[src/rtl/edlr_pkg.sv]
// ----------------------------------------------------------------------------
// edlr_pkg
// Types, register codes and constant tables shared by the schedule unit.
// ----------------------------------------------------------------------------
package edlr_pkg;

    localparam int FRAC_BITS = 28;
    localparam int LOG_W     = 33;             // Q5.28 log2 value
    localparam int DIV_STEPS = 64;             // one quotient bit per cycle
    localparam int DIV_CNT_W = $clog2(DIV_STEPS);

    localparam logic [31:0] MAX_RATE = 32'hFFFF_FFFF;
    localparam logic [16:0] ONE_Q16  = 17'd65536;

    localparam logic [16:0] DELAY_MULT_RST   = 17'd65536;
    localparam logic [23:0] DECAY_STEPS_RST  = 24'd30000;
    localparam logic [23:0] SPIKE_PERIOD_RST = 24'd100;

    typedef enum logic [2:0] {
        CFG_DELAY_MULT     = 3'd0,
        CFG_DELAY_STEPS    = 3'd1,
        CFG_DECAY_STEPS    = 3'd2,
        CFG_SPIKE_START    = 3'd3,
        CFG_SPIKE_END      = 3'd4,
        CFG_SPIKE_PERIOD   = 3'd5,
        CFG_SPIKE_LEN      = 3'd6
    } t_cfg_idx;

    typedef struct packed {
        logic [16:0] delay_mult;
        logic [23:0] delay_steps;
        logic [23:0] decay_steps;
        logic [23:0] spike_start;
        logic [23:0] spike_end;
        logic [23:0] spike_period;
        logic [23:0] spike_len;
    } t_cfg;

    // one classified item as it waits between front and back
    typedef struct packed {
        logic [23:0] iteration;
        logic [31:0] start_rate;
        logic [31:0] final_rate;
        logic        decay_done;
        logic        s_zero;
        logic        it_zero;
        logic        f_zero;
        logic        warm;
        logic        spike_win;
        logic        period_zero;
    } t_item;

    typedef enum logic [4:0] {
        BS_IDLE,
        BS_LOG_INIT,
        BS_LOG_STEP,
        BS_DIFF,
        BS_DEC_MUL,
        BS_DEC_DIV,
        BS_POW,
        BS_POW_FIN,
        BS_WARM_MUL,
        BS_WARM_DIV,
        BS_WARM_SCALE,
        BS_SPK_MOD,
        BS_SPK_REM,
        BS_SPK_CHK,
        BS_SPK_MUL,
        BS_SPK_DIV,
        BS_OUT
    } t_bstate;

    typedef logic [FRAC_BITS:0][32:0] t_root_tab;

    function automatic logic [63:0] isqrt64(input logic [63:0] v_in);
        logic [63:0] v;
        logic [63:0] r;
        logic [63:0] b;
        v = v_in;
        r = '0;
        for (int i = 0; i < 32; i++) begin
            b = 64'd1 << (62 - 2 * i);
            if (v >= r + b) begin
                v = v - (r + b);
                r = (r >> 1) + b;
            end else begin
                r = r >> 1;
            end
        end
        return r;
    endfunction

    // 2^(2^-k) in Q2.31, each root taken from the one before
    function automatic t_root_tab gen_roots();
        t_root_tab   tab;
        logic [63:0] sq;
        tab[0] = 33'h1_0000_0000;
        for (int k = 1; k <= FRAC_BITS; k++) begin
            sq     = isqrt64({tab[k-1], 31'd0});
            tab[k] = sq[32:0];
        end
        return tab;
    endfunction

    localparam t_root_tab ROOTS = gen_roots();

endpackage

[src/rtl/edlr_front.sv]
// ----------------------------------------------------------------------------
// edlr_front
// Takes input words and tags each with the path it will follow.
// ----------------------------------------------------------------------------
module edlr_front import edlr_pkg::*; (
    input  logic        i_tvalid,
    output logic        o_tready,
    input  logic [87:0] i_tdata,    // iteration[23:0], start_rate[55:24], final_rate[87:56]
    input  logic        i_tuser,    // spike_on
    input  t_cfg        i_cfg,
    input  logic        i_q_full,
    output logic        o_push,
    output t_item       o_item
);

    logic [23:0] it;

    assign it       = i_tdata[23:0];
    assign o_tready = !i_q_full;
    assign o_push   = i_tvalid && !i_q_full;

    always_comb begin
        o_item.iteration   = it;
        o_item.start_rate  = i_tdata[55:24];
        o_item.final_rate  = i_tdata[87:56];
        o_item.decay_done  = it >= i_cfg.decay_steps;
        o_item.s_zero      = i_tdata[55:24] == '0;
        o_item.it_zero     = it == '0;
        o_item.f_zero      = i_tdata[87:56] == '0;
        o_item.warm        = (i_cfg.delay_steps != '0) && (it < i_cfg.delay_steps);
        o_item.spike_win   = i_tuser && (it >= i_cfg.spike_start) && (it < i_cfg.spike_end);
        o_item.period_zero = i_cfg.spike_period == '0;
    end

endmodule

[config.mk]
export PLATFORM = sky130hd
export DESIGN_NAME = edlr_front
export DESIGN_NICKNAME = d
export VERILOG_FILES = /design/src/rtl/edlr_pkg.sv /design/src/rtl/edlr_front.sv
export SDC_FILE = /design/constraint.sdc
export NUM_CORES = 1
export LEC_CHECK = 0
export BUFFER_PORTS_ARGS = -buffer_cell sky130_fd_sc_hd__buf_2
export CORE_AREA = 4 4 135 137
export DETAILED_ROUTE_END_ITERATION = 10
export DIE_AREA = 0 0 139 141
export GPL_ROUTABILITY_DRIVEN = 0
export GPL_TIMING_DRIVEN = 0
export PLACE_DENSITY = 0.57
export SYNTH_ARGS = -nofsm -noshare
export SYNTH_HDL_FRONTEND = slang
export SYNTH_SLANG_ARGS = --single-unit
[constraint.sdc]
create_clock -name vclk -period 5.45
set_input_delay 1.3625 -clock vclk [all_inputs]
set_output_delay 1.3625 -clock vclk [all_outputs]
set_load 0.01 [all_outputs]
; Yosys cells after proc, flatten, opt, wreduce, memory -nomap -nowiden
; Index checks and enable logic that the tools add are counted.
[op_classes]
n_reduce_logical = 10
magnitude_cmp = 4
[ops]
columns = op, n
row1 = 32-bit zero test, 2
row2 = 24-bit >= comparator, 2
row3 = 24-bit zero test, 2
row4 = 24-bit < comparator, 2
row5 = 24-bit nonzero test, 1
row6 = 1-bit logical AND, 4
row7 = 1-bit zero test, 1
[totals]
out_inout_bits = 97
elab_cells = 14
inputBits = 252
register_bits = 0

; Longest topological paths before layout
; Gate-level depths: netlist (run 1).
[depth]
depth_word = 3
mapped_depth = 7

; Least setup slack after synthesis (run 1)
; Ideal clock, no wire load.
[synth_timing]
path_kind = input to output
from = input i_cfg[78] (netlist bit)
to = output o_item[1] (netlist bit)
n_path_buf = 0
t_arrival_ps = 2845
path_stages = 7
required_time_ps = 4088
setup_slack_ps = 1242
cell_sequence = inv_1 > ha_1 > and3_1 > a221o_1 > a311o_1 > o2111ai_1 > a2111oi_0
[synth_rtl]
columns = item, line_no
row1 = start: declaration, edlr_front.sv:10  ; input t_cfg i_cfg,
row2 = end: declaration, edlr_front.sv:13  ; output t_item o_item

==> results of run 1 <==
==> layout by cell type, fill, tap and decap left out, types with 2 or more instances in the layout <==
master	count
nor4_1	36
nand3_1	7
nor2_1	11
ha_1	94
nand4_1	16
buf_2	308
inv_1	94
nand2_1	20
buf_4	88
a2111oi_0	2
o21ai_0	9
nor3_1	4
a21oi_1	28
nand2b_1	2
o21ai_1	2
nor2b_1	5
a211oi_1	5
a21o_1	12
o211ai_1	4
and4_1	3
==> power by group <==
group          internal, mW  leakage, nW  switching [mW]
Sequential                0            0               0
Clock                     0            0               0
Combinational         0.188         3.19           0.176
Total                 0.188         3.19           0.176
==> metal layers <==
| metal | up-vias | share of wire (%) |
|---|---|---|
| met5 | - | 0.089 |
| met2 | 170 | 53 |
| met3 | 8 | 7.9 |
| li1 | 2153 | - |
| met1 | 1788 | 38 |
| met4 | 2 | 1.0 |
==> worst max-delay path: stages <==
cell and delay (ns):
buf_2 0.14, inv_1 0.07, ha_1 0.28, nand2b_1 0.14
a211oi_1 0.23, o211ai_1 0.13, a2111oi_0 0.87, o211ai_1 0.15
buf_2 0.18
==> path summary, 6_finish.rpt <==
path / startpoint / end / cells past startpoint
worst max-delay path: i_tdata[0] / o_item[6] / 9
worst min-delay path: i_q_full / o_tready / 3
==> layout make-up <==
class	instances	area (µm²)	area share, %
buffer	88	661	12.9
multi-input combinational	278	2280	44.5
inverter	94	353	6.90
timing repair buffer	308	1540	30.1
tap	225	282	5.51
==> cells in the mapped netlist, drive strengths merged <==
master,n
a221o,1
o2111ai,1
a41o,1
nor2,11
nand4,16
a31oi,1
or4,1
a211oi,6
and3,1
nor2b,5
o31ai,1
nand2,20
a22o,1
a21o,12
o211ai,4
ha,94
or2,1
o2111a,1
o21ai,11
nor3,4
inv,94
nand3,7
a311o,1
nor4,36
nand4b,1
and4,3
o21a,1
a2111oi,3
a21boi,1
or3,1
nand2b,3
a21oi,28
buf,88
==> metrics by stage <==
stage / hold WS, ns / cells
after floorplan: 2.77 / 460
after global placement: 2.96 / 993
after detailed placement: 2.97 / 993
after CTS: 2.97 / 993
after global routing: 2.98 / 993
final: 2.96 / 993
==> kinds of logic after synthesis <==
kind of cell | Yosys count | synth area share (%)
adder cells (fa/ha/maj) | 94 | 35.7
AND/OR/NAND/NOR | 110 | 18.7
buffers and inverters | 182 | 30.8
AO/OA/AOI/OAI | 74 | 14.8
==> flow_summary.toml, run 1 <==
[route]
route.detailed.drc = 0
wl_per_cell_um = 14.7
vias = 4121
routed_wl_mm = 14.6
first_iter_violations = 87
post_drt_via_cell_ratio = 4.15
dr.pass1.iters = 4
ant_nets = 0

[pwr]
finalPower_mw = 0.364
leakage_nw = 3.19
power_density_mw_per_mm2 = 71.3
irDropWorstVdd_mv = 0.0307

[placed_design]
preCtsSetupSlack_ns = 0.353
port_buffers = 308
hpwl_mm = 13.7
place_area_mm2 = 0.00511

[cells_and_area]
layout-drive-gt1-share_pct = 52.0
antenna_cells = 0
fill_cells = 1915
finalNetCount = 1116
register_area_um2 = 0
syn2layout_area_growth_pct = 55.4
fin_area_mm2 = 0.00511
nClkBuffers = 0
seq_cells = 0
utilization_pct = 30.0

[clock_network]
hold_buffers = 0
ctsResizeCount = 0
post_cts_buffers = 0

[grt]
busiest_layer = "met2"
grtUsageTotal_pct = 13.8
use_met2_pct = 27.4
grt_max_degree = 7
grt_overflow = 0
grt_use_met3_pct = 2.75
met1_usage_pct = 15.6
grt_pass1_vias = 4069
antenna_found_initial = 1
grt_pass1_wl_mm = 21.9

[hold_path]
min_path_type = "input port to primary output"

[floorplan]
initial_utilization_pct = 19.3
rows = 48
core_area_mm2 = 0.0171
die_y_um = 141
dieArea_mm2 = 0.0196
io_pins = 349
die_w_um = 139

[sta]
fmax_mhz = 204
maxSlewViolCount = 0
worst_pin_slew_ns = 0.991
fin_tns_setup_ns = 0
worst_slack_ns = 0.538
grt_setup_unrepaired = "no"
period_share_pct = 90.1
hold_viol = 0
relSlewSlack_pct = 32.2
setup_viol = 0
fin_crit_ns = 4.91

[worst_setup_path]
crit_fanout = 5
crit_required_ns = 4.09
crit_arrival_ns = 3.55
start_kind = "input port"
critPathKind = "input port to primary output"
crit_path_end_kind = "primary output"

[yosys]
netlist-cell-type-count = 37
netlist_instances = 460
synthesis.area_mm2 = 0.00329
synth.top_cell.area_share_pct = 35.7
yosysWarnings = 0
post_synth.cell_area_avg_um2 = 7.15
yosysSeqAreaShare_pct = 0
netlist_top_cells_area = "ha_1, buf_4, inv_1, nor4_1, a21oi_1"
synth_top_cell_by_area = "ha_1"
syn_nets = 806

[flow_run]
maxCapViolCount = 0

[outcome]
status = "complete, no violations"
Power figures use the tool's default switching activity.
==> run 2, diff against run 1 <==
CELL_PAD_IN_SITES_DETAIL_PLACEMENT = 1   (was default)
CELL_PAD_IN_SITES_GLOBAL_PLACEMENT = 1   (was default)
PLACE_DENSITY = 0.8   (was 0.57)
==> run 2 against run 1 <==
Final cell count is 0.10% higher. Sequential cell count unchanged. Highest routed layer is now met4. Critical path type unchanged. Hold slack better by 0.0047 ns. Power increased by 2.7%. Largest cell class unchanged. Global-route usage up 2.0 points.
==> flow_summary.toml, run 2 (synthesis results as in run 1) <==
[route]
ant_nets = 0
wl_per_cell_um = 16.6
routed_wl_mm = 16.5
post_drt_via_cell_ratio = 4.34
route.detailed.drc = 0
first_iter_violations = 44
vias = 4318
dr.pass1.iters = 4

[sta]
grt_setup_unrepaired = "no"
hold_ws_ns = 2.97
hold_viol = 0
worst_slack_ns = 0.603
fmax_mhz = 206
fin_tns_setup_ns = 0
fin_crit_ns = 4.85
maxSlewViolCount = 0
worst_pin_slew_ns = 0.920
relSlewSlack_pct = 37.1
setup_viol = 0
period_share_pct = 88.9

[cells_and_area]
mostFrequentLayoutCell = "buf_2"
fill_cells = 2228
finalNetCount = 1116
seq_cells = 0
layout-drive-gt1-share_pct = 52.0
syn2layout_area_growth_pct = 55.5
utilization_pct = 30.0
nClkBuffers = 0
register_area_um2 = 0
fin_cells = 994
mostFrequentLayoutCells = "buf_2, inv_1, ha_1"

[floorplan]
io_pins = 349
rows = 48
die_w_um = 139
dieArea_mm2 = 0.0196
core_area_mm2 = 0.0171
initial_utilization_pct = 19.3
die_y_um = 141

[grt]
grt_pass1_wl_mm = 24.9
grt_overflow = 0
grt_pass1_vias = 4673
antenna_found_initial = 1
grtUsageTotal_pct = 15.8
grt_max_degree = 7

[worst_setup_path]
crit_arrival_ns = 3.48
crit_required_ns = 4.09
crit_fanout = 5
critPathKind = "input port to primary output"
crit_start = "i_tdata[0]"
start_kind = "input port"
crit_path_end_kind = "primary output"

[pwr]
power_density_mw_per_mm2 = 73.1
irDropWorstVdd_mv = 0.0249
leakage_nw = 3.19

[outcome]
status = "complete, no violations"

[clock_network]
post_cts_buffers = 0
ctsResizeCount = 0
hold_buffers = 0

[placed_design]
hpwl_mm = 15.5
dp.cells = 993
port_buffers = 308
preCtsSetupSlack_ns = 0.298

[hold_path]
min_path_type = "input port to primary output"
hold_path.startpoint = "i_q_full"

[flow_run]
maxCapViolCount = 0
run 2: cell count changes in the layout (fill, tap and decap cells not counted), sizes merged:
| cell | before | now |
|---|---|---|
| diode | 0 | 1 |
run 2: final cells by class:
class / count / area [µm²] / area share, %
Multi-Input combinational cell: 278 / 2280 / 44.5
Timing Repair Buffer: 308 / 1540 / 30.1
Buffer: 88 / 661 / 12.9
Inverter: 94 / 353 / 6.90
Tap cell: 225 / 282 / 5.50
Antenna cell: 1 / 2.50 / 0.0489
run 2: final timing paths:
check	to	slack [ns]	cells after the start
max	o_item[6]	0.60	9
min	o_tready	2.97	3
run 2: critical path: stages:
cell	delay [ns]
buf_2	0.13
inv_1	0.07
ha_1	0.28
nand2b_1	0.14
a211oi_1	0.25
o211ai_1	0.12
a2111oi_0	0.81
o211ai_1	0.14
buf_2	0.18
run 2: report_power, final:
group	internal, mW	switching, mW
clock	0.0000000245	0
combinational	0.189	0.185
sequential	0	0
run 2: per-stage QoR:
| step | total power [mW] | area [µm²] |
|---|---|---|
| floorplan | 0.190 | 3290 |
| global placement | 0.370 | 5110 |
| detailed placement | 0.381 | 5110 |
| CTS | 0.383 | 5110 |
| global route | 0.427 | 5120 |
| finish | 0.374 | 5120 |
run 2: layer usage:
| metal | GRT usage (%) | vias up | part of all wire (%) | wire length, µm |
|---|---|---|---|---|
| met4 | 3.04 | 0 | 2.3 | 386 |
| met5 | 0 | - | 0 | 0 |
| met3 | 3.80 | 20 | 8.4 | 1390 |
| met2 | 29.8 | 192 | 50 | 8290 |
| met1 | 18.1 | 1957 | 39 | 6410 |
| li1 | - | 2149 | - | - |
==> run 3, diff against run 2 <==
BUFFER_PORTS_ARGS = default   (was -buffer_cell sky130_fd_sc_hd__buf_2)
CORE_AREA = 4 4 133 135   (was 4 4 135 137)
DIE_AREA = 0 0 137 139   (was 0 0 139 141)
DONT_BUFFER_PORTS = 1   (was default)
PLACE_DENSITY = 0.53   (was 0.8)
==> run 3 against run 2 <==
Combinational power shrank 37%. Die area shrank 2.8%. Core utilization shrank 8.3 points. Sequential cell count is the same. Highest routed layer unchanged. Power shrank 37%. Sequential share of layout area is the same. Non-clock buffer count shrank 308. Routed wire length shrank 13%. Largest cell class unchanged. Global-route usage shrank 2.0 points. Count of clock-buffer cells in the layout is the same.
==> flow_summary.toml, run 3 (synthesis results as in run 1) <==
[outcome]
status = "complete, no violations"

[worst_setup_path]
critPathKind = "input port to primary output"
crit_fanout = 3
crit_arrival_ns = 3.55
crit_required_ns = 4.09
crit_path_end_kind = "primary output"
start_kind = "input port"

[floorplan]
dieArea_mm2 = 0.0190
rows = 47
die_w_um = 137
core_area_mm2 = 0.0165
die_y_um = 139
io_pins = 349
initial_utilization_pct = 20.0

[sta]
worst_slack_ns = 0.533
period_share_pct = 90.2
worst_pin_slew_ns = 1.14
fin_crit_ns = 4.92
fin_tns_setup_ns = 0
relSlewSlack_pct = 22.2
maxSlewViolCount = 0
fmax_mhz = 203
grt_setup_unrepaired = "no"
hold_viol = 0
setup_viol = 0

[flow_run]
maxCapViolCount = 0

[route]
dr.pass1.iters = 5
vias = 3209
route.detailed.drc = 0
post_drt_via_cell_ratio = 4.72
ant_nets = 0
wl_per_cell_um = 21.1
first_iter_violations = 30
routed_wl_mm = 14.4

[cells_and_area]
register_area_um2 = 0
mostFrequentLayoutCells = "inv_1, ha_1, buf_4"
layout-drive-gt1-share_pct = 19.8
antenna_cells = 0
fin_area_mm2 = 0.00357
seq_cells = 0
nClkBuffers = 0
syn2layout_area_growth_pct = 8.37
finalNetCount = 808

[grt]
grt_pass1_wl_mm = 20.6
antenna_found_initial = 0
grt_pass1_vias = 3637
grt_max_degree = 7
grt_overflow = 0
grtUsageTotal_pct = 13.8

[placed_design]
port_buffers = 0
preCtsSetupSlack_ns = 0.368
hpwl_mm = 13.4
place_area_mm2 = 0.00357

[hold_path]
min_path_type = "input port to primary output"
hold_depth = 1

[pwr]
leakage_nw = 1.97
irDropWorstVdd_mv = 0.0179
power_density_mw_per_mm2 = 66.1

[clock_network]
post_cts_buffers = 0
hold_buffers = 0
ctsResizeCount = 0
run 3: cell types whose count changed in the layout (fill, tap and decap cells not counted), sizes merged:
cell / change
diode: -1
buf: -308
run 3: final timing paths:
path       from        end  slack, ns
min    i_q_full   o_tready       2.77
max   i_cfg[83]  o_item[1]       0.53
run 3: where the power goes:
part	internal (mW)	leakage [nW]	switching [mW]
sequential	0	0	0
combinational	0.116	1.97	0.119
clock	0	0	0
run 3: layout make-up:
type	instances	area, µm²
Fill cell	2044	12900
Buffer	88	661
Tap cell	220	275
Inverter	94	353
Multi-Input combinational cell	278	2280
run 3: per-stage QoR:
stage / hold WS, ns / power (mW) / std cells / util, %
6_report: 2.77 / 0.236 / 680 / 21.7
5_1_grt: 2.77 / 0.271 / 680 / 21.7
4_1_cts: 2.77 / 0.243 / 680 / 21.7
3_5_place_dp: 2.77 / 0.242 / 680 / 21.7
3_3_place_gp: 2.77 / 0.230 / 680 / 21.7
2_1_floorplan: 2.77 / 0.190 / 460 / -
run 3: layer usage:
layer	share of wire (%)	wire, µm	vias up	GRT usage, %
met2	53	7610	191	27.7
met1	34	4870	1469	13.9
li1	-	-	1529	-
met3	11	1550	20	3.99
met5	0	0	-	0
met4	2.4	340	0	2.26
run 3: worst max-delay path, cell delays in order:
cell and delay (ns):
inv_1 0.02, ha_1 0.30, nand2_1 0.05, o21ai_0 0.42, a311o_1 0.26, o2111ai_1 0.14, a2111oi_0 0.99
