`config.mk`:
```
export PLATFORM = sky130hd
export DESIGN_NAME = edlr_back
export DESIGN_NICKNAME = d
export VERILOG_FILES = /design/src/rtl/edlr_pkg.sv /design/src/rtl/edlr_div.sv /design/src/rtl/edlr_back.sv
export SDC_FILE = /design/constraint.sdc
export NUM_CORES = 2
export LEC_CHECK = 0
export BUFFER_PORTS_ARGS = -buffer_cell sky130_fd_sc_hd__buf_4
export CAP_MARGIN = 20
export CORE_MARGIN = 2
export CORE_UTILIZATION = 55
export DETAILED_ROUTE_END_ITERATION = 10
export PLACE_DENSITY = 0.72
export SLEW_MARGIN = 5
export SYNTH_ARGS = -nofsm -noshare
export SYNTH_HDL_FRONTEND = slang
export SYNTH_HIERARCHICAL = 1
export SYNTH_SLANG_ARGS = --single-unit
```
`constraint.sdc`:
```
create_clock -name i_clk -period 17.4 [get_ports i_clk]
set_input_delay 3.48 -clock i_clk [delete_from_list [all_inputs] [get_ports i_clk]]
set_output_delay 3.48 -clock i_clk [all_outputs]
set_load 0.02 [all_outputs]
```
`src/rtl/edlr_pkg.sv`:
```
// ----------------------------------------------------------------------------
// edlr_pkg
// Types, register codes and constant tables shared by the schedule unit.
// ----------------------------------------------------------------------------
package edlr_pkg;

    localparam int FRAC_BITS = 28;
    localparam int LOG_W     = 33;             // Q5.28 log2 value
    localparam int DIV_STEPS = 64;             // one quotient bit per cycle
    localparam int DIV_CNT_W = $clog2(DIV_STEPS);

    localparam logic [31:0] MAX_RATE = 32'hFFFF_FFFF;
    localparam logic [16:0] ONE_Q16  = 17'd65536;

    localparam logic [16:0] DELAY_MULT_RST   = 17'd65536;
    localparam logic [23:0] DECAY_STEPS_RST  = 24'd30000;
    localparam logic [23:0] SPIKE_PERIOD_RST = 24'd100;

    typedef enum logic [2:0] {
        CFG_DELAY_MULT     = 3'd0,
        CFG_DELAY_STEPS    = 3'd1,
        CFG_DECAY_STEPS    = 3'd2,
        CFG_SPIKE_START    = 3'd3,
        CFG_SPIKE_END      = 3'd4,
        CFG_SPIKE_PERIOD   = 3'd5,
        CFG_SPIKE_LEN      = 3'd6
    } t_cfg_idx;

    typedef struct packed {
        logic [16:0] delay_mult;
        logic [23:0] delay_steps;
        logic [23:0] decay_steps;
        logic [23:0] spike_start;
        logic [23:0] spike_end;
        logic [23:0] spike_period;
        logic [23:0] spike_len;
    } t_cfg;

    // one classified item as it waits between front and back
    typedef struct packed {
        logic [23:0] iteration;
        logic [31:0] start_rate;
        logic [31:0] final_rate;
        logic        decay_done;
        logic        s_zero;
        logic        it_zero;
        logic        f_zero;
        logic        warm;
        logic        spike_win;
        logic        period_zero;
    } t_item;

    typedef enum logic [4:0] {
        BS_IDLE,
        BS_LOG_INIT,
        BS_LOG_STEP,
        BS_DIFF,
        BS_DEC_MUL,
        BS_DEC_DIV,
        BS_POW,
        BS_POW_FIN,
        BS_WARM_MUL,
        BS_WARM_DIV,
        BS_WARM_SCALE,
        BS_SPK_MOD,
        BS_SPK_REM,
        BS_SPK_CHK,
        BS_SPK_MUL,
        BS_SPK_DIV,
        BS_OUT
    } t_bstate;

    typedef logic [FRAC_BITS:0][32:0] t_root_tab;

    function automatic logic [63:0] isqrt64(input logic [63:0] v_in);
        logic [63:0] v;
        logic [63:0] r;
        logic [63:0] b;
        v = v_in;
        r = '0;
        for (int i = 0; i < 32; i++) begin
            b = 64'd1 << (62 - 2 * i);
            if (v >= r + b) begin
                v = v - (r + b);
                r = (r >> 1) + b;
            end else begin
                r = r >> 1;
            end
        end
        return r;
    endfunction

    // 2^(2^-k) in Q2.31, each root taken from the one before
    function automatic t_root_tab gen_roots();
        t_root_tab   tab;
        logic [63:0] sq;
        tab[0] = 33'h1_0000_0000;
        for (int k = 1; k <= FRAC_BITS; k++) begin
            sq     = isqrt64({tab[k-1], 31'd0});
            tab[k] = sq[32:0];
        end
        return tab;
    endfunction

    localparam t_root_tab ROOTS = gen_roots();

endpackage

```
`src/rtl/edlr_div.sv`:
```
// ----------------------------------------------------------------------------
// edlr_div
// Restoring divider, 64-bit dividend by 24-bit divisor, one bit per cycle.
// ----------------------------------------------------------------------------
module edlr_div import edlr_pkg::*; (
    input  logic        i_clk,
    input  logic        i_rst_n,
    input  logic        i_start,
    input  logic [63:0] i_dividend,
    input  logic [23:0] i_divisor,
    output logic        o_done,
    output logic [63:0] o_quot,
    output logic [23:0] o_rem
);

    logic                 r_busy;
    logic                 r_done;
    logic [DIV_CNT_W-1:0] r_cnt;
    logic [63:0]          r_quot;
    logic [23:0]          r_rem;
    logic [23:0]          r_div;

    logic [24:0] trial;
    logic [24:0] diff;
    logic        ge;

    assign trial = {r_rem, r_quot[63]};
    assign diff  = trial - {1'b0, r_div};
    assign ge    = trial >= {1'b0, r_div};

    always_ff @(posedge i_clk) begin
        if (!i_rst_n) begin
            r_busy <= 1'b0;
            r_done <= 1'b0;
            r_cnt  <= '0;
        end else begin
            r_done <= 1'b0;
            if (i_start) begin
                r_busy <= 1'b1;
                r_cnt  <= '0;
            end else if (r_busy) begin
                r_cnt <= r_cnt + 1'b1;
                if (r_cnt == DIV_CNT_W'(DIV_STEPS - 1)) begin
                    r_busy <= 1'b0;
                    r_done <= 1'b1;
                end
            end
        end
    end

    always_ff @(posedge i_clk) begin
        if (i_start) begin
            r_quot <= i_dividend;
            r_rem  <= '0;
            r_div  <= i_divisor;
        end else if (r_busy) begin
            r_rem  <= ge ? diff[23:0] : trial[23:0];
            r_quot <= {r_quot[62:0], ge};
        end
    end

    assign o_done = r_done;
    assign o_quot = r_quot;
    assign o_rem  = r_rem;

endmodule

```
`src/rtl/edlr_back.sv`:
```
// ----------------------------------------------------------------------------
// edlr_back
// Sequencer computing one rate: log2, scaled exponent, exp2, warm-up, spike.
// Shares one multiplier and one serial divider; result held in an out register.
// ----------------------------------------------------------------------------
module edlr_back import edlr_pkg::*; (
    input  logic        i_clk,
    input  logic        i_rst_n,
    input  t_cfg        i_cfg,
    input  logic        i_q_empty,
    input  t_item       i_q_head,
    output logic        o_q_pop,
    output logic        o_tvalid,
    input  logic        i_tready,
    output logic [31:0] o_tdata     // rate
);

    t_bstate r_state, n_state;

    t_item       r_item;
    logic [31:0] r_m;
    logic [4:0]  r_top;
    logic [27:0] r_frac;
    logic [4:0]  r_cnt;
    logic        r_lsel;
    logic [32:0] r_ls, r_lf, r_mag, r_t, r_acc;
    logic        r_neg;
    logic [31:0] r_base;
    logic [16:0] r_fac;
    logic [23:0] r_off;
    logic [56:0] r_pa;
    logic        r_out_valid;
    logic [31:0] r_out_rate;

    logic [32:0] mul_a;
    logic [31:0] mul_b;
    logic [64:0] mul_p;

    logic        div_start;
    logic [63:0] div_dividend;
    logic [23:0] div_divisor;
    logic        div_done;
    logic [63:0] div_quot;
    logic [23:0] div_rem;

    logic        out_load;

    logic [31:0] log_x;
    logic [4:0]  log_top;
    logic [32:0] sq_p;
    logic [16:0] wmag;
    logic        wneg;
    logic [33:0] tsum;
    logic [4:0]  bidx;
    logic [32:0] pow_v;
    logic [32:0] warm_v;
    logic [57:0] spk_sum;
    logic [17:0] fac_sum;

    function automatic logic [4:0] msb_idx(input logic [31:0] x);
        logic [4:0] idx;
        idx = '0;
        for (int i = 0; i < 32; i++) begin
            if (x[i]) begin
                idx = 5'(i);
            end
        end
        return idx;
    endfunction

    edlr_div u_div (
        .i_clk      (i_clk),
        .i_rst_n    (i_rst_n),
        .i_start    (div_start),
        .i_dividend (div_dividend),
        .i_divisor  (div_divisor),
        .o_done     (div_done),
        .o_quot     (div_quot),
        .o_rem      (div_rem)
    );

    assign mul_p   = mul_a * mul_b;
    assign log_x   = r_lsel ? r_item.final_rate : r_item.start_rate;
    assign log_top = msb_idx(log_x);
    assign sq_p    = mul_p[63:31];
    assign wneg    = i_cfg.delay_mult > ONE_Q16;
    assign wmag    = wneg ? i_cfg.delay_mult - ONE_Q16 : ONE_Q16 - i_cfg.delay_mult;
    assign tsum    = {1'b0, r_ls} + {1'b0, div_quot[32:0]};
    assign bidx    = 5'(FRAC_BITS) - r_cnt;
    assign pow_v   = r_acc >> (5'd31 - r_t[32:28]);
    assign warm_v  = mul_p[48:16];
    assign spk_sum = {1'b0, r_pa} + {1'b0, mul_p[56:0]};
    assign fac_sum = r_neg ? {1'b0, i_cfg.delay_mult} - {1'b0, div_quot[16:0]}
                           : {1'b0, i_cfg.delay_mult} + {1'b0, div_quot[16:0]};
    assign out_load = (r_state == BS_OUT) && (!r_out_valid || i_tready);

    // next state
    always_comb begin
        n_state = r_state;
        case (r_state)
            BS_IDLE: begin
                if (!i_q_empty) begin
                    if (i_q_head.decay_done || i_q_head.s_zero) begin
                        n_state = BS_SPK_MOD;
                    end else if (i_q_head.it_zero || i_q_head.f_zero) begin
                        n_state = BS_WARM_MUL;
                    end else begin
                        n_state = BS_LOG_INIT;
                    end
                end
            end
            BS_LOG_INIT: n_state = BS_LOG_STEP;
            BS_LOG_STEP: begin
                if (r_cnt == 5'(FRAC_BITS - 1)) begin
                    n_state = r_lsel ? BS_DIFF : BS_LOG_INIT;
                end
            end
            BS_DIFF:    n_state = BS_DEC_MUL;
            BS_DEC_MUL: n_state = BS_DEC_DIV;
            BS_DEC_DIV: begin
                if (div_done) n_state = BS_POW;
            end
            BS_POW: begin
                if (r_cnt == 5'(FRAC_BITS)) n_state = BS_POW_FIN;
            end
            BS_POW_FIN:  n_state = BS_WARM_MUL;
            BS_WARM_MUL: n_state = r_item.warm ? BS_WARM_DIV : BS_SPK_MOD;
            BS_WARM_DIV: begin
                if (div_done) n_state = BS_WARM_SCALE;
            end
            BS_WARM_SCALE: n_state = BS_SPK_MOD;
            BS_SPK_MOD: begin
                if (!r_item.spike_win) begin
                    n_state = BS_OUT;
                end else if (r_item.period_zero) begin
                    n_state = BS_SPK_CHK;
                end else begin
                    n_state = BS_SPK_REM;
                end
            end
            BS_SPK_REM: begin
                if (div_done) n_state = BS_SPK_CHK;
            end
            BS_SPK_CHK: n_state = (r_off < i_cfg.spike_len) ? BS_SPK_MUL : BS_OUT;
            BS_SPK_MUL: n_state = BS_SPK_DIV;
            BS_SPK_DIV: begin
                if (div_done) n_state = BS_OUT;
            end
            BS_OUT: begin
                if (out_load) n_state = BS_IDLE;
            end
            default: n_state = BS_IDLE;
        endcase
    end

    // unit control and operand selection
    always_comb begin
        mul_a        = '0;
        mul_b        = '0;
        div_start    = 1'b0;
        div_dividend = '0;
        div_divisor  = '0;
        o_q_pop      = 1'b0;
        case (r_state)
            BS_IDLE: o_q_pop = !i_q_empty;
            BS_LOG_STEP: begin
                mul_a = {1'b0, r_m};
                mul_b = r_m;
            end
            BS_DEC_MUL: begin
                mul_a        = r_mag;
                mul_b        = {8'd0, r_item.iteration};
                div_start    = 1'b1;
                div_dividend = mul_p[63:0];
                div_divisor  = i_cfg.decay_steps;
            end
            BS_POW: begin
                mul_a = r_acc;
                mul_b = ROOTS[r_cnt][31:0];
            end
            BS_WARM_MUL: begin
                mul_a        = {16'd0, wmag};
                mul_b        = {8'd0, r_item.iteration};
                div_start    = r_item.warm;
                div_dividend = mul_p[63:0];
                div_divisor  = i_cfg.delay_steps;
            end
            BS_WARM_SCALE: begin
                mul_a = {1'b0, r_base};
                mul_b = {15'd0, r_fac};
            end
            BS_SPK_MOD: begin
                div_start    = r_item.spike_win && !r_item.period_zero;
                div_dividend = {40'd0, r_item.iteration};
                div_divisor  = i_cfg.spike_period;
            end
            BS_SPK_CHK: begin
                mul_a = {1'b0, r_item.start_rate};
                mul_b = {8'd0, i_cfg.spike_len - r_off};
            end
            BS_SPK_MUL: begin
                mul_a        = {1'b0, r_base};
                mul_b        = {8'd0, r_off};
                div_start    = 1'b1;
                div_dividend = {6'd0, spk_sum};
                div_divisor  = i_cfg.spike_len;
            end
            default: begin
                mul_a = '0;
            end
        endcase
    end

    always_ff @(posedge i_clk) begin
        if (!i_rst_n) begin
            r_state     <= BS_IDLE;
            r_out_valid <= 1'b0;
        end else begin
            r_state <= n_state;
            if (out_load) begin
                r_out_valid <= 1'b1;
            end else if (i_tready) begin
                r_out_valid <= 1'b0;
            end
        end
    end

    always_ff @(posedge i_clk) begin
        case (r_state)
            BS_IDLE: begin
                r_item <= i_q_head;
                r_lsel <= 1'b0;
                if (i_q_head.decay_done) begin
                    r_base <= i_q_head.final_rate;
                end else if (i_q_head.it_zero && !i_q_head.s_zero) begin
                    r_base <= i_q_head.start_rate;
                end else begin
                    r_base <= '0;
                end
            end
            BS_LOG_INIT: begin
                r_m    <= log_x << (5'd31 - log_top);
                r_top  <= log_top;
                r_frac <= '0;
                r_cnt  <= '0;
            end
            BS_LOG_STEP: begin
                // mantissa reaching two yields a one bit and is halved
                r_m    <= sq_p[32] ? sq_p[32:1] : sq_p[31:0];
                r_frac <= {r_frac[26:0], sq_p[32]};
                r_cnt  <= r_cnt + 1'b1;
                if (r_cnt == 5'(FRAC_BITS - 1)) begin
                    if (r_lsel) begin
                        r_lf <= {r_top, r_frac[26:0], sq_p[32]};
                    end else begin
                        r_ls <= {r_top, r_frac[26:0], sq_p[32]};
                    end
                    r_lsel <= 1'b1;
                end
            end
            BS_DIFF: begin
                r_neg <= r_lf < r_ls;
                r_mag <= (r_lf < r_ls) ? r_ls - r_lf : r_lf - r_ls;
            end
            BS_DEC_DIV: begin
                if (r_neg) begin
                    r_t <= (div_quot > {31'd0, r_ls}) ? '0 : r_ls - div_quot[32:0];
                end else begin
                    r_t <= tsum[33] ? {LOG_W{1'b1}} : tsum[32:0];
                end
                r_acc <= 33'h0_8000_0000;
                r_cnt <= 5'd1;
            end
            BS_POW: begin
                if (r_t[bidx]) begin
                    r_acc <= mul_p[63:31];
                end
                r_cnt <= r_cnt + 1'b1;
            end
            BS_POW_FIN: r_base <= pow_v[32] ? MAX_RATE : pow_v[31:0];
            BS_WARM_MUL: r_neg <= wneg;
            BS_WARM_DIV: begin
                if (div_done) r_fac <= fac_sum[16:0];
            end
            BS_WARM_SCALE: r_base <= warm_v[32] ? MAX_RATE : warm_v[31:0];
            BS_SPK_MOD: begin
                if (r_item.period_zero) r_off <= r_item.iteration;
            end
            BS_SPK_REM: begin
                if (div_done) r_off <= div_rem;
            end
            BS_SPK_CHK: r_pa <= mul_p[56:0];
            BS_SPK_DIV: begin
                if (div_done) r_base <= (div_quot[63:32] != '0) ? MAX_RATE : div_quot[31:0];
            end
            BS_OUT: begin
                if (out_load) r_out_rate <= r_base;
            end
            default: begin
                r_off <= r_off;
            end
        endcase
    end

    assign o_tvalid = r_out_valid;
    assign o_tdata  = r_out_rate;

endmodule

```
Word-level counts from Yosys, hierarchy flattened. Memory sizes are Yosys's and may differ from the RTL's. A register that Yosys moved wholly into a read port is not among the register bits. Index checks and enable logic that the tools add are counted.

Flip-flop bits (word level): 615. Bits in latches: 0. RAM bits: 0. ROM bits: 1056. Input port bits: 260. Output and inout bits: 34. Memories kept: 1.

Add/subtract/negate cells: 16. $mul: 1. Div/mod/pow operators: 0. $lt $le $gt $ge: 7. Equality and inequality tests: 29. Shifts and indexed selects: 2. Multiplexer cells: 92. Bitwise operators: 3. Reduce and logical (&&, ||, !) cells: 36.

Memory list: (name not given) (words 32, bits a word 33, rd ports 1, clocked after Yosys merged registers in 1, write ports 0, line edlr_back.sv:179) `mul_b = ROOTS[r_cnt][31:0];`.

Operators by type and width (count): $mux W32 (9); $mux W5 (41); $pmux W33 S6 (1); $pmux W32 S6 (1); $pmux W64 S3 (1); $mux W33 (5); $mux W64 (2); $pmux W32 S4 (1); $sub A33 B33 Y33 (3); $pmux W24 S4 (1); $pmux W5 S17 (1); $mux W24 (3); $pmux W33 S2 (1); $gt A64 B33 Y1 (1); $mul A33 B32 Y64 (1); $pmux W32 S2 (1); $add A57 B57 Y58 (1); $pmux W27 S2 (1); $pmux W24 S2 (1); $sub A24 B24 Y24 (2); $eq A5 B4 Y1 const B (8); $add A33 B33 Y34 (1); $mux W17 (2); $lt A33 B33 Y1 (1); 42 further kinds (96).

Depth between registers and ports, before layout.
Depth in word-level cells: 35. Mapped depth: 54. Gate-level depth less buffers: 53.

Hierarchy. Netlist, hierarchy kept.

Modules (own cells, without submodules): edlr_back (instances 1, cells an instance 8335, area each 74114.8 µm²); edlr_div (instances 1, cells an instance 528, area each 6162.2 µm²).

Least setup slack after synthesis. No wires, ideal clock.

Path kind: in2reg. From: in i_cfg[0] in the netlist's numbering. To: reg u_div.r_quot[57] (netlist: u_div/o_quot[57]), data pin. Setup time: 260 ps. Arrival: 15128 ps. Data required time: 17140 ps. Slack: 2012 ps. Stages: 49. Cell sequence: inv_1 ha_1 inv_1 fa_1 a21o_1 a21o_1 a21o_1 a21o_1 a21oi_1 o21ai_1 a21o_1 a21oi_1 xnor2_1 a2111oi_4 clkbuf_1 nor2_1 fa_1 fa_1 [... 13 more ...] o211ai_1 a41oi_1 nor3_1 nor2_1 xnor2_1 ha_1 clkbuf_1 a21oi_1 o2bb2ai_1 o21ai_0 nand2_1 o211ai_1 o21ai_0 a221oi_1 a21o_1 o21ai_0 a221o_1 mux2_2.

Word-level cells in the longest chain between the ends: 6.

RTL lines: start: declaration (line edlr_back.sv:9) `input t_cfg i_cfg,`; $sub A24 B24 Y24 (line edlr_back.sv:199) `mul_b = {8'd0, i_cfg.spike_len - r_off};`; $pmux W32 S6 (line edlr_back.sv:164) `case (r_state)`; $mul A33 B32 Y64 (line edlr_back.sv:82) `assign mul_p = mul_a * mul_b;`; named net mul_p[34] (line edlr_back.sv:37) `logic [64:0] mul_p;`; $add A57 B57 Y58 (line edlr_back.sv:92) `assign spk_sum = {1'b0, r_pa} + {1'b0, mul_p[56:0]};`; $pmux W64 S3 (line edlr_back.sv:164); named net div_dividend[57] (line edlr_back.sv:40) `logic [63:0] div_dividend;`; $mux W64 (line edlr_div.sv:52) `if (i_start) begin`; end signal: assignment (line edlr_div.sv:53) `r_quot <= i_dividend;`; end signal: assignment (line edlr_div.sv:58) `r_quot <= {r_quot[62:0], ge};`; end: declaration (line edlr_div.sv:19) `logic [63:0] r_quot;`.

The timed path passes the listed nets, and every way through them passes these cells. A chain may end at the register's enable or synchronous reset.

Worst setup path after layout. Same ends and word-level chain as after synthesis.

==> impl_metrics.prom <==
# TYPE chip_impl_metric gauge
chip_impl_info{name="grt_setup_unrepaired",value="no"} 1
chip_impl_metric{name="timing.slew.headroom",unit=""} 0.148
chip_impl_metric{name="synth.cell_area",unit="µm²"} 80300
chip_impl_metric{name="post_synth_num_cell_types",unit=""} 110
chip_impl_info{name="critPathCaptureType",value="flop"} 1
chip_impl_metric{name="detail-route-antenna-nets",unit=""} 0
chip_impl_metric{name="crit_path_max_incr_delay",unit="ps"} 680
chip_impl_metric{name="skew",unit="ps"} 93.5
chip_impl_metric{name="die-area",unit="µm²"} 149000
chip_impl_metric{name="detail_route.iter0.violations",unit=""} 10200
chip_impl_metric{name="pin_count_of_the_biggest_net_entering_global_routing",unit=""} 86
chip_impl_metric{name="avgSynthCellArea",unit="µm²"} 9.06
chip_impl_metric{name="htree_num_levels",unit=""} 3
chip_impl_metric{name="fraction_of_layout_cells_with_a_size_suffix_above_1",unit=""} 0.110
chip_impl_info{name="cts_root_buffer",value="sky130_fd_sc_hd__clkbuf_16"} 1
chip_impl_metric{name="clock_path_buffers",unit=""} 3
chip_impl_metric{name="final_critical_path_setup_slack",unit="ps"} 742
chip_impl_metric{name="insertion_delay_to_the_later_sink_of_the_worst_skew_pair",unit="ps"} 740
chip_impl_metric{name="proportion_of_synthesized_chip_area_in_sequential_cells",unit=""} 0.233
chip_impl_metric{name="post-route-util",unit=""} 0.610
chip_impl_metric{name="cts_made_buffers",unit=""} 80
chip_impl_metric{name="place_ws",unit="ps"} 312
chip_impl_metric{name="dr_total_vias",unit=""} 72500
chip_impl_metric{name="worst-endpoint-required",unit="ps"} 17890
chip_impl_metric{name="grt_remaining_overflow",unit=""} 0
chip_impl_metric{name="asyncSetResetFlopFracSynth",unit=""} 0
chip_impl_metric{name="first_global_vias",unit=""} 70200
chip_impl_metric{name="via_per_inst",unit=""} 6.58
chip_impl_metric{name="timing_worst_slew_pin_value",unit="ps"} 1280
chip_impl_info{name="timing_worst_setup_path_type",value="in2reg"} 1
chip_impl_metric{name="timing.critical_path.fanout_max",unit=""} 18
chip_impl_metric{name="setup-violations-final",unit=""} 0
chip_impl_metric{name="design.core.area",unit="µm²"} 145000
chip_impl_metric{name="numClockSinks",unit=""} 646
chip_impl_metric{name="grt_pass1_wl",unit="µm"} 493000
chip_impl_metric{name="worstPathBufferInverterCount",unit=""} 10
chip_impl_metric{name="area_growth_syn_to_layout",unit="%"} 10.4
chip_impl_metric{name="finalHoldViolations",unit=""} 0
chip_impl_metric{name="gp_congestion",unit=""} 1.08
chip_impl_info{name="cts_tree",value="built"} 1
chip_impl_metric{name="fillCellCount",unit=""} 12600
chip_impl_metric{name="floorplan.rows",unit=""} 140
chip_impl_metric{name="finalMaxSlewViolations",unit=""} 0
chip_impl_metric{name="tcrit_tclk_final",unit=""} 0.957
chip_impl_info{name="synthFlopType",value="sky130_fd_sc_hd__edfxtp_1"} 1
chip_impl_metric{name="synth_enable_flop_cells",unit=""} 577
chip_impl_metric{name="layout.nets",unit=""} 10800
chip_impl_metric{name="worst-endpoint-arrival",unit="ps"} 17140
chip_impl_metric{name="buffer_ports.inserted",unit=""} 245
chip_impl_metric{name="route.detailed.drc",unit=""} 3
chip_impl_metric{name="fin_tns_setup",unit="ps"} 0
chip_impl_metric{name="worst_setup_hold_path_clk_slew",unit="ps"} 60
chip_impl_info{name="violations",value="DRC"} 1
chip_impl_info{name="slowest_stage",value="sky130_fd_sc_hd__xor2_1"} 1
chip_impl_metric{name="totalWireLength",unit="µm"} 350000
chip_impl_metric{name="detail_route.first_pass.iterations",unit=""} 11
chip_impl_metric{name="max_cap_violations",unit=""} 0
chip_impl_metric{name="die_h",unit="µm"} 386
chip_impl_info{name="worstSetupStartpointType",value="input port"} 1
chip_impl_metric{name="ioPinCount",unit=""} 294
chip_impl_metric{name="clock.fmax",unit="GHz"} 0.0600
chip_impl_info{name="path_common_cell",value="sky130_fd_sc_hd__fa_1"} 1
chip_impl_metric{name="yosysWarnings",unit=""} 6
chip_impl_info{name="layout_common_cells",value="sky130_fd_sc_hd__inv_1, sky130_fd_sc_hd__nand2_1, sky130_fd_sc_hd__fa_1, sky130_fd_sc_hd__nor2_1, sky130_fd_sc_hd__edfxtp_1"} 1
chip_impl_info{name="status",value="complete, but fails checks"} 1
chip_impl_metric{name="finalCriticalPeriod",unit="ps"} 16660
chip_impl_info{name="hp-class",value="reg2reg"} 1
chip_impl_metric{name="synth_seq_cells",unit=""} 646
chip_impl_info{name="mostFrequentLayoutCell",value="sky130_fd_sc_hd__inv_1"} 1
chip_impl_metric{name="post_cts_buffers",unit=""} 0
chip_impl_metric{name="cts_resized",unit=""} 0
chip_impl_metric{name="cts-hold-fix-buffers",unit=""} 0
chip_impl_metric{name="syn-num-nets",unit=""} 10600
chip_impl_info{name="crit_family",value="adder cells"} 1
chip_impl_metric{name="detailedPlacementHpwl",unit="µm"} 276000
chip_impl_metric{name="initial_utilization",unit=""} 0.553
chip_impl_metric{name="antenna_found_initial",unit=""} 26
chip_impl_metric{name="postSynthCellCount",unit=""} 8863
chip_impl_metric{name="die-width",unit="µm"} 386
chip_impl_metric{name="grt_use_total",unit=""} 0.467
chip_impl_metric{name="average_wire_per_cell_in_the_routed_design",unit="µm"} 31.8
==> cells by family (layout without fill, tap and decap cells) <==
| kind of cell | after synthesis | after routing | share of synthesized area |
|---|---|---|---|
| buf+inv | 1773 | 2003 | 0.0840 |
| flops | 646 | 646 | 0.233 |
| simple gates | 2566 | 2566 | 0.140 |
| mux | 237 | 237 | 0.0346 |
| other cells | 1 | 19 | 0.0000467 |
| fa+ha+maj | 1489 | 1489 | 0.319 |
| xor+xnor | 234 | 234 | 0.0255 |
| compound gates | 1917 | 1917 | 0.163 |
==> area by class of cell <==
class,instances,area (µm²),share of cell area
Multi-Input combinational cell,6444,55300,0.623
Sequential cell,646,18700,0.211
Inverter,1279,4810,0.0542
Timing Repair Buffer,577,4490,0.0507
Tap cell,1917,2400,0.0271
Clock buffer,93,2100,0.0237
Clock inverter,54,816,0.00920
Antenna cell,18,45.0,0.000508
==> stage by stage <==
| stage | instances | area (µm²) | hold WS, ps |
|---|---|---|---|
| 2_1_floorplan | 8863 | 80300 | 417 |
| 3_3_place_gp | 10900 | 85500 | 433 |
| 3_5_place_dp | 10900 | 85500 | 441 |
| 4_1_cts | 11000 | 88500 | 406 |
| 5_1_grt | 11000 | 88600 | 424 |
| 6_report | 11000 | 88600 | 413 |
==> worst paths after layout <==
path | from | end | slack [ps] | depth (start not counted)
worst min register to register | r_base[0]$_DFFE_PP_ | o_tdata[0]$_DFFE_PP_ | 410 | 0
worst max register to register | r_state[2]$_SDFFE_PN0P_ | u_div/o_quot[57]$_DFFE_PP_ | 2300 | 45
worst max-delay path | i_cfg[0] | u_div/o_quot[57]$_DFFE_PP_ | 740 | 52
worst min-delay path | r_base[0]$_DFFE_PP_ | o_tdata[0]$_DFFE_PP_ | 410 | 0
==> Yosys cell counts, types with 120 or more instances <==
cell | count | area share
sky130_fd_sc_hd__a21o_1 | 129 | 0.012
sky130_fd_sc_hd__a21oi_1 | 412 | 0.026
sky130_fd_sc_hd__a22oi_1 | 127 | 0.012
sky130_fd_sc_hd__xnor2_1 | 152 | 0.017
sky130_fd_sc_hd__edfxtp_1 | 577 | 0.22
sky130_fd_sc_hd__inv_1 | 1272 | 0.059
sky130_fd_sc_hd__nand2_1 | 1175 | 0.055
sky130_fd_sc_hd__fa_1 | 933 | 0.23
sky130_fd_sc_hd__ha_1 | 556 | 0.087
sky130_fd_sc_hd__clkbuf_1 | 424 | 0.020
sky130_fd_sc_hd__nor2_1 | 671 | 0.031
sky130_fd_sc_hd__mux2_2 | 120 | 0.017
sky130_fd_sc_hd__o21ai_0 | 406 | 0.025
==> routing by layer <==
metal,share of wire,GRT usage
met4,0.096,0.350
met2,0.41,0.669
met3,0.14,0.167
met5,0.00035,0
met1,0.35,0.578
==> flip-flops by register name, indices dropped and copies added, names as in the netlist, 5 cells and up, named ones only <==
register / count
r_t: 33
r_top: 5
r_pa: 57
r_ls: 33
r_mag: 33
u_div/o_rem: 24
r_m: 32
r_fac: 17
r_lf: 33
r_base: 32
u_div/r_div: 24
r_off: 24
r_item: 91
r_cnt: 5
r_acc: 33
r_frac: 27
o_tdata: 32
r_state: 5
u_div/o_quot: 64
u_div/r_cnt: 6
==> worst reg2reg max path: cells and delay by family (launching register included) <==
| kind | cells | cell delay, ps |
|---|---|---|
| adders and majority gates | 10 | 4660 |
| AOI/OAI and AO/OA | 12 | 3470 |
| and+or+nand+nor | 11 | 3380 |
| buffers and inverters | 10 | 2070 |
| xor gates and xnor gates | 1 | 680 |
| DFF | 1 | 350 |
| muxes | 1 | 270 |
Power is not shown: default switching activity piles up to over one toggle a cycle in this logic, so the estimate is an artifact.
